`src/hdl/tpad_pkg.sv`:
```
// Shared types and constants for the phase-angle triac dimmer core.
// Depends on nothing; used by triac_phase_angle_dimmer_core.
package tpad_pkg;

   // Item kind carried on the request tuser bit.
   typedef enum logic [0:0] {
      KIND_TICK       = 1'b0,
      KIND_ZERO_CROSS = 1'b1
   } kind_type;

   localparam int          LEVEL_W        = 7;
   localparam int          COUNT_W        = 16;
   localparam int          PULSE_W        = 8;
   localparam int          STEP_W         = 9;
   localparam int          HALF_W         = 15;

   localparam logic [LEVEL_W-1:0] FULL_LEVEL  = 7'd99;
   localparam logic [COUNT_W-1:0] TIMER_TOP   = 16'hFFFF;
   localparam int                 StepDivisor = 110;

   // Reciprocal of 110 scaled by 2^22; exact for every 15-bit dividend.
   localparam logic [15:0] RECIP_MULT  = 16'd38131;
   localparam int          RECIP_SHIFT = 22;

   localparam int PULSE_TICKS_DEF      = 20;
   localparam int AVG_SAMPLES_LOG2_DEF = 4;

   // One firing step: (mean / 2) / 110 as a multiply by the reciprocal.
   function automatic logic [STEP_W-1:0] step_of_mean(input logic [COUNT_W-1:0] mean);
      logic [HALF_W-1:0] half;
      logic [30:0]       prod;
      half = mean[COUNT_W-1:1];
      prod = 31'(half) * 31'(RECIP_MULT);
      return prod[RECIP_SHIFT +: STEP_W];
   endfunction

endpackage

```
`src/hdl/triac_phase_angle_dimmer_core.sv`:
```
// Phase-angle triac dimmer core: input register, one update step, result register.
// A request waits in the input register until the result register is free, then is registered as a result.
// Throughput: one item per cycle, limited only by the result register handshake.
// Reset (synchronous, active high) clears both pipeline stages and all dimmer state.
// The firing step (mean/2)/110 is recomputed whenever the period average updates.
module triac_phase_angle_dimmer_core
   import tpad_pkg::*;
#(
   parameter int PULSE_TICKS      = PULSE_TICKS_DEF,
   parameter int AVG_SAMPLES_LOG2 = AVG_SAMPLES_LOG2_DEF
) (
   input  logic        clock,
   input  logic        reset,
   input  logic        req_tvalid,
   output logic        req_tready,
   input  logic [7:0]  req_tdata,  // [6:0] level, [7] zero
   input  logic        req_tuser,  // [0] kind
   output logic        rsp_tvalid,
   input  logic        rsp_tready,
   output logic [23:0] rsp_tdata   // [0] gate, [1] fired, [17:2] period_avg, [23:18] zero
);

   localparam int SUM_W = COUNT_W + AVG_SAMPLES_LOG2;

   // Input register stage.
   logic               s1_valid_ff, s1_valid_in;
   kind_type           s1_kind_ff;
   logic [LEVEL_W-1:0] s1_level_ff;
   logic               rsp_free;
   logic               process;

   // Dimmer state.
   logic [COUNT_W-1:0]          period_count_ff, period_count_in;
   logic [SUM_W-1:0]            period_sum_ff, period_sum_in;
   logic [AVG_SAMPLES_LOG2-1:0] sample_index_ff, sample_index_in;
   logic [COUNT_W-1:0]          period_mean_ff, period_mean_in;
   logic [STEP_W-1:0]           step_ff, step_in;
   logic [COUNT_W-1:0]          fire_timer_ff, fire_timer_in;
   logic                        timer_running_ff, timer_running_in;
   logic [PULSE_W-1:0]          pulse_left_ff, pulse_left_in;
   logic                        hold_high_ff, hold_high_in;

   // Result register.
   logic               rsp_valid_ff, rsp_valid_in;
   logic               gate_ff;
   logic               fired_ff, fired_in;
   logic [COUNT_W-1:0] avg_ff;

   // Step datapath helpers.
   logic [LEVEL_W-1:0] level_sat;
   logic [SUM_W-1:0]   sum_next;
   logic [15:0]        step_prod;
   logic [16:0]        load_wide;
   logic [COUNT_W-1:0] load_val;

   assign rsp_free    = !rsp_valid_ff || rsp_tready;
   assign process     = s1_valid_ff && rsp_free;
   assign req_tready  = !s1_valid_ff || rsp_free;
   assign s1_valid_in = (req_tvalid && req_tready) ? 1'b1 : (process ? 1'b0 : s1_valid_ff);

   // Input stage register.
   always_ff @(posedge clock) begin
      if (reset) begin
         s1_valid_ff <= 1'b0;
      end else begin
         s1_valid_ff <= s1_valid_in;
      end
      if (req_tvalid && req_tready) begin
         s1_kind_ff  <= kind_type'(req_tuser);
         s1_level_ff <= req_tdata[LEVEL_W-1:0];
      end
   end

   // Timer load value from the stored step and the item level.
   always_comb begin
      level_sat = (s1_level_ff > FULL_LEVEL) ? FULL_LEVEL : s1_level_ff;
      step_prod = 16'(step_ff) * 16'(level_sat);
      load_wide = 17'(TIMER_TOP) - 17'(period_mean_ff[COUNT_W-1:1]) + 17'(step_prod);
      load_val  = (load_wide > 17'(TIMER_TOP)) ? TIMER_TOP : load_wide[COUNT_W-1:0];
      sum_next  = period_sum_ff + SUM_W'(period_count_ff);
   end

   // Next state for one item.
   always_comb begin
      period_count_in  = period_count_ff;
      period_sum_in    = period_sum_ff;
      sample_index_in  = sample_index_ff;
      period_mean_in   = period_mean_ff;
      step_in          = step_ff;
      fire_timer_in    = fire_timer_ff;
      timer_running_in = timer_running_ff;
      pulse_left_in    = pulse_left_ff;
      hold_high_in     = hold_high_ff;
      fired_in         = 1'b0;
      unique case (s1_kind_ff)
         KIND_TICK: begin
            if (period_count_ff != TIMER_TOP) begin
               period_count_in = period_count_ff + 1'b1;
            end
            if (pulse_left_ff != '0) begin
               pulse_left_in = pulse_left_ff - 1'b1;
            end
            if (timer_running_ff) begin
               if (fire_timer_ff == TIMER_TOP) begin
                  fire_timer_in    = '0;
                  timer_running_in = 1'b0;
                  fired_in         = 1'b1;
                  pulse_left_in    = PULSE_W'(PULSE_TICKS);
               end else begin
                  fire_timer_in = fire_timer_ff + 1'b1;
               end
            end
         end
         KIND_ZERO_CROSS: begin
            if (level_sat == FULL_LEVEL || level_sat == '0 || period_mean_ff == '0) begin
               // Fully on or off, or no period average yet: take an averaging sample.
               if (level_sat == FULL_LEVEL) begin
                  hold_high_in = 1'b1;
               end else begin
                  hold_high_in  = 1'b0;
                  pulse_left_in = '0;
               end
               period_count_in = '0;
               if (sample_index_ff == '1) begin
                  period_mean_in  = sum_next[AVG_SAMPLES_LOG2 +: COUNT_W];
                  step_in         = step_of_mean(period_mean_in);
                  period_sum_in   = '0;
                  sample_index_in = '0;
               end else begin
                  period_sum_in   = sum_next;
                  sample_index_in = sample_index_ff + 1'b1;
               end
            end else begin
               // Dimming: arm the firing timer.
               hold_high_in     = 1'b0;
               pulse_left_in    = '0;
               fire_timer_in    = load_val;
               timer_running_in = 1'b1;
            end
         end
         default: begin
         end
      endcase
   end

   assign rsp_valid_in = process ? 1'b1 : (rsp_tready ? 1'b0 : rsp_valid_ff);

   // State and result registers.
   always_ff @(posedge clock) begin
      if (reset) begin
         period_count_ff  <= '0;
         period_sum_ff    <= '0;
         sample_index_ff  <= '0;
         period_mean_ff   <= '0;
         step_ff          <= '0;
         fire_timer_ff    <= '0;
         timer_running_ff <= 1'b0;
         pulse_left_ff    <= '0;
         hold_high_ff     <= 1'b0;
         rsp_valid_ff     <= 1'b0;
      end else begin
         rsp_valid_ff <= rsp_valid_in;
         if (process) begin
            period_count_ff  <= period_count_in;
            period_sum_ff    <= period_sum_in;
            sample_index_ff  <= sample_index_in;
            period_mean_ff   <= period_mean_in;
            step_ff          <= step_in;
            fire_timer_ff    <= fire_timer_in;
            timer_running_ff <= timer_running_in;
            pulse_left_ff    <= pulse_left_in;
            hold_high_ff     <= hold_high_in;
         end
      end
      if (process) begin
         gate_ff  <= hold_high_in || (pulse_left_in != '0);
         fired_ff <= fired_in;
         avg_ff   <= period_mean_in;
      end
   end

   assign rsp_tvalid = rsp_valid_ff;
   assign rsp_tdata  = {6'b0, avg_ff, fired_ff, gate_ff};

`ifndef SYNTHESIS
   // The stored step always matches the current period average: step * 110 <= half and
   // half < (step + 1) * 110.
   a_step_matches_mean: assert property (@(posedge clock) disable iff (reset)
      (32'(step_ff) * StepDivisor <= 32'(period_mean_ff[COUNT_W-1:1])) &&
      (32'(period_mean_ff[COUNT_W-1:1]) < (32'(step_ff) + 1) * StepDivisor))
      else $error("firing step out of sync with period average");

   // A stopped timer always rests at zero.
   a_stopped_timer_zero: assert property (@(posedge clock) disable iff (reset)
      !timer_running_ff |-> fire_timer_ff == '0)
      else $error("stopped firing timer is not zero");

   // The gate pulse counter never exceeds its load value.
   a_pulse_bound: assert property (@(posedge clock) disable iff (reset)
      32'(pulse_left_ff) <= PULSE_TICKS)
      else $error("gate pulse counter above pulse length");

   // A fired result always reports the gate high.
   a_fired_gate: assert property (@(posedge clock) disable iff (reset)
      (rsp_valid_ff && fired_ff) |-> gate_ff)
      else $error("timer fired without driving the gate");

   // A processed item always produces a valid result on the next edge.
   a_process_result: assert property (@(posedge clock) disable iff (reset)
      process |=> rsp_valid_ff)
      else $error("processed item lost before the result register");
`endif

endmodule
```
`config.mk`:
```
export PLATFORM = sky130hd
export DESIGN_NAME = triac_phase_angle_dimmer_core
export DESIGN_NICKNAME = d
export VERILOG_FILES = /design/src/hdl/tpad_pkg.sv /design/src/hdl/triac_phase_angle_dimmer_core.sv
export SDC_FILE = /design/constraint.sdc
export NUM_CORES = 1
export LEC_CHECK = 0
export ABC_AREA = 1
export ABC_CLOCK_PERIOD_IN_PS = 8200
export BUFFER_PORTS_ARGS = -buffer_cell sky130_fd_sc_hd__buf_4
export CAP_MARGIN = 20
export CORE_MARGIN = 10
export CORE_UTILIZATION = 60
export CTS_CLUSTER_DIAMETER = 120
export DETAILED_ROUTE_END_ITERATION = 12
export GPL_TIMING_DRIVEN = 0
export PLACE_DENSITY = 0.83
export SYNTH_ARGS = -nofsm -noshare
export SYNTH_HDL_FRONTEND = slang
export SYNTH_SLANG_ARGS = --single-unit
```
`constraint.sdc`:
```
create_clock -name clock -period 8.2 [get_ports clock]
set_clock_uncertainty 0.1 [all_clocks]
set_input_delay 1.64 -clock clock [delete_from_list [all_inputs] [get_ports clock]]
set_output_delay 1.64 -clock clock [all_outputs]
set_load 0.01 [all_outputs]
```
Word-level counts from Yosys, hierarchy flattened --
Index checks and enable logic that the tools add are counted.
Word-level totals: flip-flop bits (word level) 119, input port bits 13, output and inout bits 26, logic and storage cells 90
Cells by class: add/subtract/negate cells 7, multipliers 2, $lt $le $gt $ge 2, equality and inequality tests 8, muxes and demuxes 32, bitwise gates (word level) 2, reduce and logical (&&, ||, !) cells 21
Operator list (number):
- $mux 16 | 9
- $pmux 16 s2 | 2
- $mux 8 | 5
- $add 16x1->16 const B | 2
- $mul 15x16->31 const B | 1
- $add 20x16->20 | 1
- $mux 20 | 1
- $add 17x16->17 | 1
- $gt 17x16->1 const B | 1
- $sub 16x15->17 const A | 1
- $eq 16x16->1 const B | 1
- $logic_not 16->1 | 1
- $mul 9x7->16 | 1
- $ne 16x16->1 const B | 1
- $pmux 8 s2 | 1
- $reduce_bool 8->1 | 2
- $mux 1 | 11
- $reduce_and 3->1 | 3
- $sub 8x1->8 const B | 1
- $eq 7x7->1 const B | 1
- $gt 7x7->1 const B | 1
- $logic_not 7->1 | 1
- $mux 7 | 1
- $ne 2x2->1 const B | 3
- 13 further kinds | 21

Depth between registers and ports, before layout --
Gate-level depths: netlist (run 1).
depth in word-level cells 9, gate-level depth with buffers 43, depth with buffers taken out 43

Least setup slack after synthesis (run 1) --
OpenSTA, ideal clock, no wires.
kind flip-flop to flip-flop, from reg period_count_ff[0], to reg step_ff[4], setup time 109 ps, data arrival time 6128 ps, data required time 7991 ps, setup slack 1863 ps, cell stages (with the launch flop) 39, buffers on the path 0, period minus slack after synthesis 6337 ps, cells stage by stage dfxtp_1 > ha_1 > inv_1 > fa_1 > inv_1 > nand3_1 > nand2_2 > nand2_1 > nand2_1 > nand2_1 > nand2_2 > nand3_2 > nand2_4 > inv_1 > ha_1 > inv_1 > ha_1 > inv_1 > [... 3 more ...] > ha_1 > inv_1 > fa_1 > fa_1 > inv_1 > fa_1 > ha_1 > ha_1 > nand2_1 > nor2_1 > nand2_1 > inv_1 > nand3_1 > or2_2 > nand4_1 > nand3_1 > nand2_1 > inv_1
On the way: cells in the longest elaborated chain, start to end 2
RTL lines:
- from (decl) | line triac_phase_angle_dimmer_core.sv:33 | logic [COUNT_W-1:0] period_count_ff, period_count_in;
- from (signal assigned) | line triac_phase_angle_dimmer_core.sv:164 | period_count_ff <= period_count_in;
- $add 20x16->20 | line triac_phase_angle_dimmer_core.sv:80 | sum_next = period_sum_ff + SUM_W'(period_count_ff);
- $mul 15x16->31 | line tpad_pkg.sv:33 | prod = 31'(half) * 31'(RECIP_MULT);
- to (signal assigned) | line triac_phase_angle_dimmer_core.sv:168 | step_ff <= step_in;
- to (decl) | line triac_phase_angle_dimmer_core.sv:37 | logic [STEP_W-1:0] step_ff, step_in;
No other way between the ends. A chain may end at the register's enable or synchronous reset.

Worst setup path in the final report (run 1) --
from reg period_count_ff[0], to reg step_ff[3]
The elaborated chain is that of the path after synthesis.

==> results of run 1 <==
-- final cells by class --
type                    count  area (um^2)
flip-flops and latches    119         2643
multi-input cells        1443        10140
inverters                 381         1430
clock inverters            14        138.9
repair buffers             32        251.5
clock buffers              18        450.4
plain buffers              44        275.3
fillers                  1989         7885
well taps                 319        399.1
-- metal layers --
metal,global-route usage,part of all wire
met1,0.3140,0.42
met3,0.05297,0.080
met5,0,0
met2,0.4218,0.46
met4,0.09749,0.037
-- per-stage QoR --
step | hold slack (ns) | worst slack, ns | power (mW)
global placement | 0.3489 | 0.8650 | 0.7674
global route | 0.3943 | 0.2736 | 1.559
CTS | 0.3680 | 0.6972 | 1.507
detailed placement | 0.3600 | 0.7716 | 0.7708
finish | 0.3688 | 0.5697 | 1.510
floorplan | 0.3397 | 1.863 | 0.7281
-- synth_stat cells (2+ instances only) --
library cell and n:
a21boi_0 4, a21o_1 7, a21oi_1 130, a21oi_2 4
a22oi_1 3, a31oi_1 2, and2_1 4, buf_1 3
buf_2 10, buf_4 12, buf_6 7, clkbuf_1 12
dfxtp_1 93, edfxtp_1 26, fa_1 117, ha_1 193
inv_1 372, inv_2 8, nand2_1 460, nand2_2 9
nand2_4 5, nand3_1 87, nand3_2 4, nand3b_1 8
nand4_1 27, nor2_1 195, nor2_2 3, nor2_4 3
nor3_1 28, nor3_4 2, o211ai_1 5, o21a_1 3
o21ai_0 60, o21ai_1 2, o21ai_2 5, o21bai_1 7
o22ai_1 3, o22ai_2 6, or2_1 2, or2_2 6
xnor2_1 7, xnor2_2 2, xor2_1 27
-- where the power goes --
group          switching (mW)  internal [mW]  leakage [nW]
Clock                   0.303          0.443         0.295
Combinational          0.0930         0.0457          7.16
Sequential             0.0127          0.613          1.00
Total                   0.409           1.10          8.46
-- path summary, 6_finish.rpt --
| check | slack, ns | end | cells after the start |
|---|---|---|---|
| min | 0.37 | period_mean_ff[0] | 2 |
| max | 0.57 | step_ff[3] | 31 |
| max reg2reg | 0.57 | step_ff[3] | 31 |
| min reg2reg | 0.37 | period_mean_ff[0] | 2 |
-- state kept, by name, indices dropped and copies added (netlist names), 4 cells and up --
signal and cells:
avg_ff 16, fire_timer_ff 16, period_count_ff 16, period_mean_ff 16, period_sum_ff 20, pulse_left_ff 8
s1_level_ff 7, sample_index_ff 4, step_ff 9
-- logic make-up after synthesis --
group           count (synthesis)
flops                         119
other cells                     1
simple gates                  848
fa+ha+maj                     310
compound gates                242
xor+xnor                       37
buf+inv                       425
-- worst min-delay path: stages (launching register included) --
cell,delay [ns]
dfxtp_1,0.31
nand2_1,0.06
a21oi_1,0.05
==> flow_summary_export.csv, run 1 <==
group,metric,value,unit
timing,post-route-period-util,0.9305,
grt,grt_first_pass_wirelength,63.86,mm
clocking,cts_buffers,17,
clocking,clk_pin_slew_worst_paths,0.06,ns
worst_setup_path,cp_top_family,"adder cells",
floorplan,die_x,175.3,um
worst_setup_path,cp_slowest_cell,"xor2_1",
synth,yosys_warnings,0,
synth,yosysSeqAreaShare,0.1826,
clocking,ctsHoldBuffers,0,
detailed_routing,viasPerCell,5.560,
grt,grt_pass1_vias,13152,
placement,portBuffers,30,
final_layout,synthToLayoutAreaGrowth,8.700,%
floorplan,placementRows,56,
timing,rsz0062_at_grt,"no",
synth,syn_avg_cell_area,7.300,um^2
timing,drv_slew,0,
placement,post_dp_cell_area,0.01514,mm^2
placement,gp_congestion,0.9594,
timing,timing_hold_violations_final,0,
placement,dp_hpwl,30.80,mm
clocking,ctsResizeCount,0,
synth,synthFlopType,"dfxtp_1",
detailed_routing,first_pass_iters,7,
synth,synth_top_area_share,0.1669,
detailed_routing,drt-initial-drc-count,1299,
worst_setup_path,cp_max_fo,8,
synth,synthAdderAreaFrac,0.3288,
clocking,cts_setup_buffers,0,
worst_setup_path,crit_top_cell,"inv_1",
synth,syn_inst,1982,
worst_setup_path,rr_startpoint,"period_count_ff[0]",
timing,max_clock_freq,131.1,MHz
detailed_routing,ant_nets,0,
clocking,cts.sinks,119,
worst_setup_path,end_kind,"flip-flop",
synth,yosys-top-cells-area,"ha_1 (17%), fa_1 (16%), dfxtp_1 (13%)",
clocking,cts_tree,"built",
timing,period_minus_slack,7.630,ns
clocking,htree_levels,4,
min_path,hp-start,"period_mean_ff[0]",
worst_setup_path,crit_buf_inv,8,
worst_setup_path,critPathMaxStageDelay,0.61,ns
worst_setup_path,required,8.41,ns
worst_setup_path,critPathLaunch,"period_count_ff[0]",
timing,slew_headroom,0.2324,
worst_setup_path,worstSetupPathType,"flip-flop to flip-flop",
synth,synth-simple-area-share,0.2514,
grt,grtUsageTotal,0.2526,
detailed_routing,vias,13178,
final_layout,final_area,0.01573,mm^2
synth,yosysUniqueCellTypes,52,
detailed_routing,wl_per_cell,16.22,um
final_layout,mostFrequentLayoutCell,"nand2_1",
synth,synthMuxAreaShare,0,
floorplan,coreArea,0.02361,mm^2
min_path,hold_class,"flip-flop to flip-flop",
floorplan,initial_core_util,0.6128,
final_layout,fin_util,0.6661,
status,outcome,"completed",
synth,synth-compound-area-share,0.09512,
grt,grt_max_degree,17,
timing,tightest_slew,1.147,ns
synth,ys_seq_elements,119,
timing,final-setup-viol-count,0,
detailed_routing,drc_errors,0,
synth,synth_edf_count,26,
pwr,p_leak,8.458,nW
clocking,clock_latency,0.42,ns
pwr,irDropWorstVdd,0.09842,mV
pwr,power_density,96.00,mW/mm^2
clocking,cts_root_buf,"clkbuf_16",
final_layout,fin_cells,2370,
synth,synth_top_family_by_area,"adder cells",
timing,fin_tns_setup,0,ns
placement,placedCellCount,2338,
synth,synthXorXnorAreaFrac,0.02395,
floorplan,io-pin-count,39,
job,max_cap_violations,0,
final_layout,finalNetCount,2361,
synth,syn_area,0.01447,mm^2
final_layout,mostFrequentLayoutCells,"nand2_1 (460), inv_1 (372), nor2_1 (195)",
synth,yosysTopAreaCell,"ha_1",
worst_setup_path,arrival,7.84,ns
grt,antenna_found_initial,0,
worst_setup_path,start_kind,"flip-flop",
final_layout,antenna_cells,0,
detailed_routing,routed_wl,38.44,mm
synth,async_reset_ff_frac,0,
floorplan,dieArea,0.03073,mm^2
clocking,clockBufferDepth,2,
grt,grt.overflow.total,0,
final_layout,drive_gt1_frac,0.07557,
floorplan,fp.dieH,175.3,um
Power figures use the tool's default switching activity.
==> run 2: changes to the inputs <==
- ABC_AREA: 1 -> default
- CORE_UTILIZATION: 60 -> 40
- CTS_CLUSTER_SIZE: default -> 24
- PLACE_DENSITY: 0.83 -> 0.61
==> flow_summary_export.csv, run 2 <==
group,metric,value,unit
detailed_routing,viasPerCell,5.296,
worst_setup_path,worstSetupPathType,"flip-flop to flip-flop",
floorplan,initial_core_util,0.4039,
synth,syn_area,0.01271,mm^2
clocking,cts_tree,"built",
detailed_routing,wl_per_cell,16.70,um
timing,slew_headroom,0.3510,
clocking,ctsHoldBuffers,0,
detailed_routing,drt-initial-drc-count,597,
timing,fin_tns_setup,0,ns
floorplan,coreArea,0.03147,mm^2
pwr,p_leak,6.955,nW
clocking,cts_buffers,17,
worst_setup_path,cp_slowest_cell,"fa_1",
synth,syn_avg_cell_area,8.978,um^2
synth,syn_inst,1416,
synth,synthFlopType,"dfxtp_1",
placement,dp_hpwl,25.10,mm
synth,yosys-top-cells-area,"ha_1 (19%), fa_1 (18%), dfxtp_1 (15%)",
worst_setup_path,cp_top_family,"adder cells",
clocking,clockBufferDepth,2,
detailed_routing,ant_nets,0,
synth,yosys_warnings,0,
final_layout,finalNetCount,1808,
worst_setup_path,end_kind,"flip-flop",
detailed_routing,vias,10062,
grt,grt.overflow.total,0,
final_layout,mostFrequentLayoutCells,"inv_1 (200), ha_1 (192), nand2_1 (119)",
grt,grtUsageTotal,0.1662,
floorplan,die_x,198.3,um
synth,synth.most_common_cell,"inv_1",
timing,max_clock_freq,128.8,MHz
placement,gp_congestion,0.8785,
detailed_routing,routed_wl,31.73,mm
worst_setup_path,crit_top_cell,"fa_1",
clocking,clk_pin_slew_worst_paths,0.07,ns
floorplan,dieArea,0.03932,mm^2
worst_setup_path,start_kind,"flip-flop",
final_layout,synthToLayoutAreaGrowth,12.66,%
timing,final-setup-viol-count,0,
grt,antenna_found_initial,0,
timing,timing_hold_violations_final,0,
synth,yosysSeqAreaShare,0.2079,
grt,grt_pass1_vias,10210,
worst_setup_path,cp_max_fo,6,
worst_setup_path,r2r_slack,0.44,ns
timing,rsz0062_at_grt,"no",
synth,yosysTopAreaCell,"ha_1",
min_path,hold_class,"flip-flop to flip-flop",
pwr,irDropWorstVdd,0.1088,mV
worst_setup_path,arrival,7.97,ns
final_layout,drive_gt1_frac,0.1015,
worst_setup_path,crit_buf_inv,4,
synth,synth_top_area_share,0.1899,
worst_setup_path,critPathMaxStageDelay,0.56,ns
detailed_routing,drc_errors,0,
synth,yosysUniqueCellTypes,82,
timing,period_minus_slack,7.762,ns
synth,ys_seq_elements,119,
floorplan,fp.dieH,198.3,um
synth,async_reset_ff_frac,0,
final_layout,mostFrequentLayoutCell,"inv_1",
grt,grt_max_degree,28,
status,outcome,"completed",
grt,grt_first_pass_wirelength,52.30,mm
floorplan,placementRows,65,
placement,post-place-ws,-0.6176,ns
clocking,cts_root_buf,"clkbuf_16",
detailed_routing,first_pass_iters,6,
floorplan,io-pin-count,39,
final_layout,nFillCells,3036,
placement,portBuffers,31,
pwr,power_density,102.9,mW/mm^2
clocking,clock_latency,0.43,ns
final_layout,top_register,"period_sum_ff",
synth,synth_edf_count,26,
pwr,p_total,1.474,mW
clocking,htree_levels,4,
job,max_cap_violations,0,
final_layout,largest_reg_flops,20,
clocking,cts.sinks,119,
timing,tightest_slew,0.9702,ns
timing,worst_slack,0.4381,ns
timing,drv_slew,0,
final_layout,antenna_cells,0,
worst_setup_path,required,8.40,ns
timing,post-route-period-util,0.9466,
synth,synthTopCellsByCount,"inv_1 (201), ha_1 (193), nand2_1 (119), fa_1 (117), nor2_1 (110)",
==> run 2: cell types whose count changed after synthesis, moves of 12 or more <==
cell	change
nand3_1	-59
nor2b_1	+25
xnor2_1	+21
inv_1	-171
and3_1	+35
a22oi_1	+12
a211oi_1	+13
and2_1	+12
nand4_1	-20
o21ai_0	-19
nand2_1	-341
a21oi_1	-46
nor2_1	-85
clkbuf_1	+16
==> run 2: layout make-up <==
class / instances / area, um^2 / area share
Multi-Input combinational cell: 1054 / 9231 / 0.6445
Timing Repair Buffer: 45 / 349.1 / 0.02437
Sequential cell: 119 / 2649 / 0.1849
Clock buffer: 17 / 425.4 / 0.02970
Inverter: 201 / 754.5 / 0.05268
Tap cell: 402 / 503.0 / 0.03512
Buffer: 47 / 236.5 / 0.01651
Clock inverter: 15 / 173.9 / 0.01214
==> run 2: metal layers <==
metal	global-route usage	vias up	routed length, um
met5	0	-	0
met4	0.04897	0	617
met3	0.01596	44	1167
met2	0.2845	226	15580
met1	0.2167	4877	14360
li1	-	4915	-
==> run 2: logic make-up (layout without fill, tap and decap cells) <==
logic type,after synthesis,after routing,synth area share
simple gates,429,429,0.1674
fa+ha+maj,310,310,0.3742
compound gates,252,252,0.1313
buf+inv,248,325,0.07785
flops,119,119,0.2079
xor+xnor,53,53,0.03769
mux,4,4,0.003444
other cells,1,6,0.0002950
==> run 2: what timing repair did <==
item,in CTS,in global routing
endpoints found under the hold margin,0,0
pin swaps,1,14
endpoints found under the setup margin,9,8
resized for setup,9,19
buffers inserted,2,5
==> run 2: per-stage QoR <==
stage / cell area, um^2 / instances / utilization / hold slack [ns]
floorplan: 12730 / 1421 / - / 0.3356
global placement: 13470 / 1854 / 0.4279 / 0.3438
detailed placement: 13520 / 1860 / 0.4296 / 0.3554
CTS: 14180 / 1894 / 0.4506 / 0.3646
global route: 14320 / 1900 / 0.4551 / 0.3979
finish: 14320 / 1900 / 0.4551 / 0.3647
==> run 2: worst paths after layout <==
path	startpoint	end	cells after the start
setup reg to reg	period_count_ff[6]	step_ff[3]	27
setup / recovery	period_count_ff[6]	step_ff[3]	27
hold reg to reg	period_sum_ff[6]	period_sum_ff[6]	2
hold / removal	period_sum_ff[6]	period_sum_ff[6]	2
==> run 2: power by group <==
group	switching, mW	internal, mW	leakage [nW]
sequential	0.0103	0.608	0.995
clock	0.345	0.412	0.294
combinational	0.0648	0.0344	5.67
==> run 2: worst reg2reg max path: stages (launching register included) <==
cell      delay [ns]
dfxtp_2         0.36
ha_1            0.36
a2111o_1        0.42
o221ai_2        0.22
o21ai_2         0.14
nand3_1         0.11
nand2_1         0.06
xnor2_1         0.43
buf_4           0.28
inv_1           0.12
fa_1            0.55
inv_1           0.07
fa_1            0.42
fa_1            0.56
fa_1            0.45
fa_1            0.52
fa_1            0.49
ha_1            0.31
o21ai_0         0.09
o21bai_1        0.11
a21oi_1         0.19
a31oi_2         0.16
a31oi_4         0.22
buf_4           0.15
nand2b_1        0.09
a31o_2          0.27
xnor2_1         0.27
o21ai_0         0.12
==> run 3: changes to the inputs <==
- GPL_TIMING_DRIVEN: 0 -> default
- TNS_END_PERCENT: default -> 20
==> flow_summary_export.csv, run 3 (synthesized netlist as in run 2, its figures left out) <==
group,metric,value,unit
pwr,p_leak,6.877,nW
floorplan,die_x,198.3,um
worst_setup_path,cp_max_fo,4,
worst_setup_path,cp_slowest_cell,"fa_1",
final_layout,mostFrequentLayoutCells,"inv_1 (201), ha_1 (193), nand2_1 (119)",
grt,grt_pass1_vias,9665,
worst_setup_path,cp_top_family,"adder cells",
detailed_routing,wl_per_cell,15.81,um
clocking,clock_latency,0.43,ns
grt,grtUsageTotal,0.1549,
timing,tightest_slew,0.9306,ns
final_layout,fin_util,0.4476,
placement,gp_congestion,0.8258,
timing,drv_slew,0,
detailed_routing,first_pass_iters,5,
final_layout,drive_gt1_frac,0.09085,
timing,timing_hold_violations_final,0,
floorplan,placementRows,65,
floorplan,fp.dieH,198.3,um
clocking,ctsHoldBuffers,0,
final_layout,mostFrequentLayoutCell,"inv_1",
clocking,htree_levels,4,
final_layout,top_register,"period_sum_ff",
worst_setup_path,start_kind,"flip-flop",
grt,grt.overflow.total,0,
final_layout,antenna_cells,0,
timing,period_minus_slack,7.667,ns
floorplan,coreArea,0.03147,mm^2
detailed_routing,vias,9746,
detailed_routing,routed_wl,29.51,mm
job,max_cap_violations,0,
clocking,cts.sinks,119,
worst_setup_path,worstSetupPathType,"flip-flop to flip-flop",
worst_setup_path,r2r_slack,0.53,ns
timing,max_clock_freq,130.4,MHz
min_path,hold_class,"flip-flop to flip-flop",
detailed_routing,drt-initial-drc-count,635,
placement,dp_hpwl,23.01,mm
placement,portBuffers,31,
timing,fin_tns_setup,0,ns
worst_setup_path,end_kind,"flip-flop",
clocking,clockBufferDepth,2,
final_layout,synthToLayoutAreaGrowth,10.81,%
timing,rsz0062_at_grt,"no",
detailed_routing,drc_errors,0,
grt,antenna_found_initial,0,
worst_setup_path,required,8.43,ns
detailed_routing,viasPerCell,5.223,
floorplan,dieArea,0.03932,mm^2
worst_setup_path,crit_buf_inv,5,
floorplan,initial_core_util,0.4039,
timing,slew_headroom,0.3751,
clocking,cts_buffers,17,
grt,grt_max_degree,77,
clocking,cts_tree,"built",
worst_setup_path,critPathMaxStageDelay,0.55,ns
pwr,irDropWorstVdd,0.1198,mV
timing,post-route-period-util,0.9350,
floorplan,io-pin-count,39,
clocking,cts_root_buf,"clkbuf_16",
final_layout,finalNetCount,1774,
grt,grt_first_pass_wirelength,49.26,mm
clocking,clk_pin_slew_worst_paths,0.06,ns
status,outcome,"completed",
timing,final-setup-viol-count,0,
detailed_routing,ant_nets,0,
pwr,power_density,106.4,mW/mm^2
worst_setup_path,arrival,7.89,ns
final_layout,largest_reg_flops,20,
==> run 3: cell count changes in the layout (fill, tap and decap cells not counted), moves of 4 or more <==
cell and delta:
clkbuf_1 -27, buf_4 +6, clkinv_8 -4, buf_2 -5, buf_6 -5
==> run 3: timing repair <==
action | 4_1_cts | 5_1_grt
buffers inserted | 0 | 0
endpoints found under the setup margin | 0 | 8
gates resized for setup | 0 | 5
==> run 3: final cells by class <==
class                           count  area [um^2]
Tap cell                          402        503.0
Clock inverter                     12        123.9
Clock buffer                       20        500.5
Inverter                          201        754.5
Timing Repair Buffer               58        435.4
Sequential cell                   119         2644
Multi-Input combinational cell   1054         9126
Fill cell                        3049        17390
==> run 3: through the flow <==
stage / area (um^2) / setup WS [ns] / instances / power, mW / hold slack, ns
after floorplan: 12730 / 0.5942 / 1421 / 0.6924 / 0.3356
after global placement: 13440 / 0.2498 / 1834 / 0.7198 / 0.3471
after detailed placement: 13440 / 0.1964 / 1834 / 0.7203 / 0.3555
after CTS: 14060 / 0.1345 / 1866 / 1.512 / 0.3641
after global routing: 14090 / 0.01149 / 1866 / 1.549 / 0.3735
final: 14090 / 0.5333 / 1866 / 1.499 / 0.3619
==> run 3: worst reg2reg max path: cells and delay by family, from the launching register on <==
kind | cells | cell delay (ns)
adders and majority gates | 10 | 3.84
AOI/OAI and AO/OA | 9 | 1.88
and+or+nand+nor | 5 | 0.80
DFF | 1 | 0.39
buffers and inverters | 5 | 0.33
xor gates and xnor gates | 2 | 0.23
==> run 3: per-layer routing <==
metal | track usage | part of all wire
met1 | 0.2046 | 0.47
met2 | 0.2621 | 0.49
met3 | 0.01884 | 0.033
met4 | 0.03844 | 0.012
met5 | 0 | 0
==> run 3: power by group <==
group,internal (mW),switching (mW)
clock,0.480,0.310
sequential,0.609,0.0124
combinational,0.0300,0.0575
total,1.12,0.379
==> run 3: path summary, 6_finish.rpt <==
check,from,end,cells past startpoint
setup / recovery,period_count_ff[0],step_ff[8],31
hold reg to reg,period_sum_ff[0],period_sum_ff[0],2
setup reg to reg,period_count_ff[0],step_ff[8],31
hold / removal,period_sum_ff[0],period_sum_ff[0],2
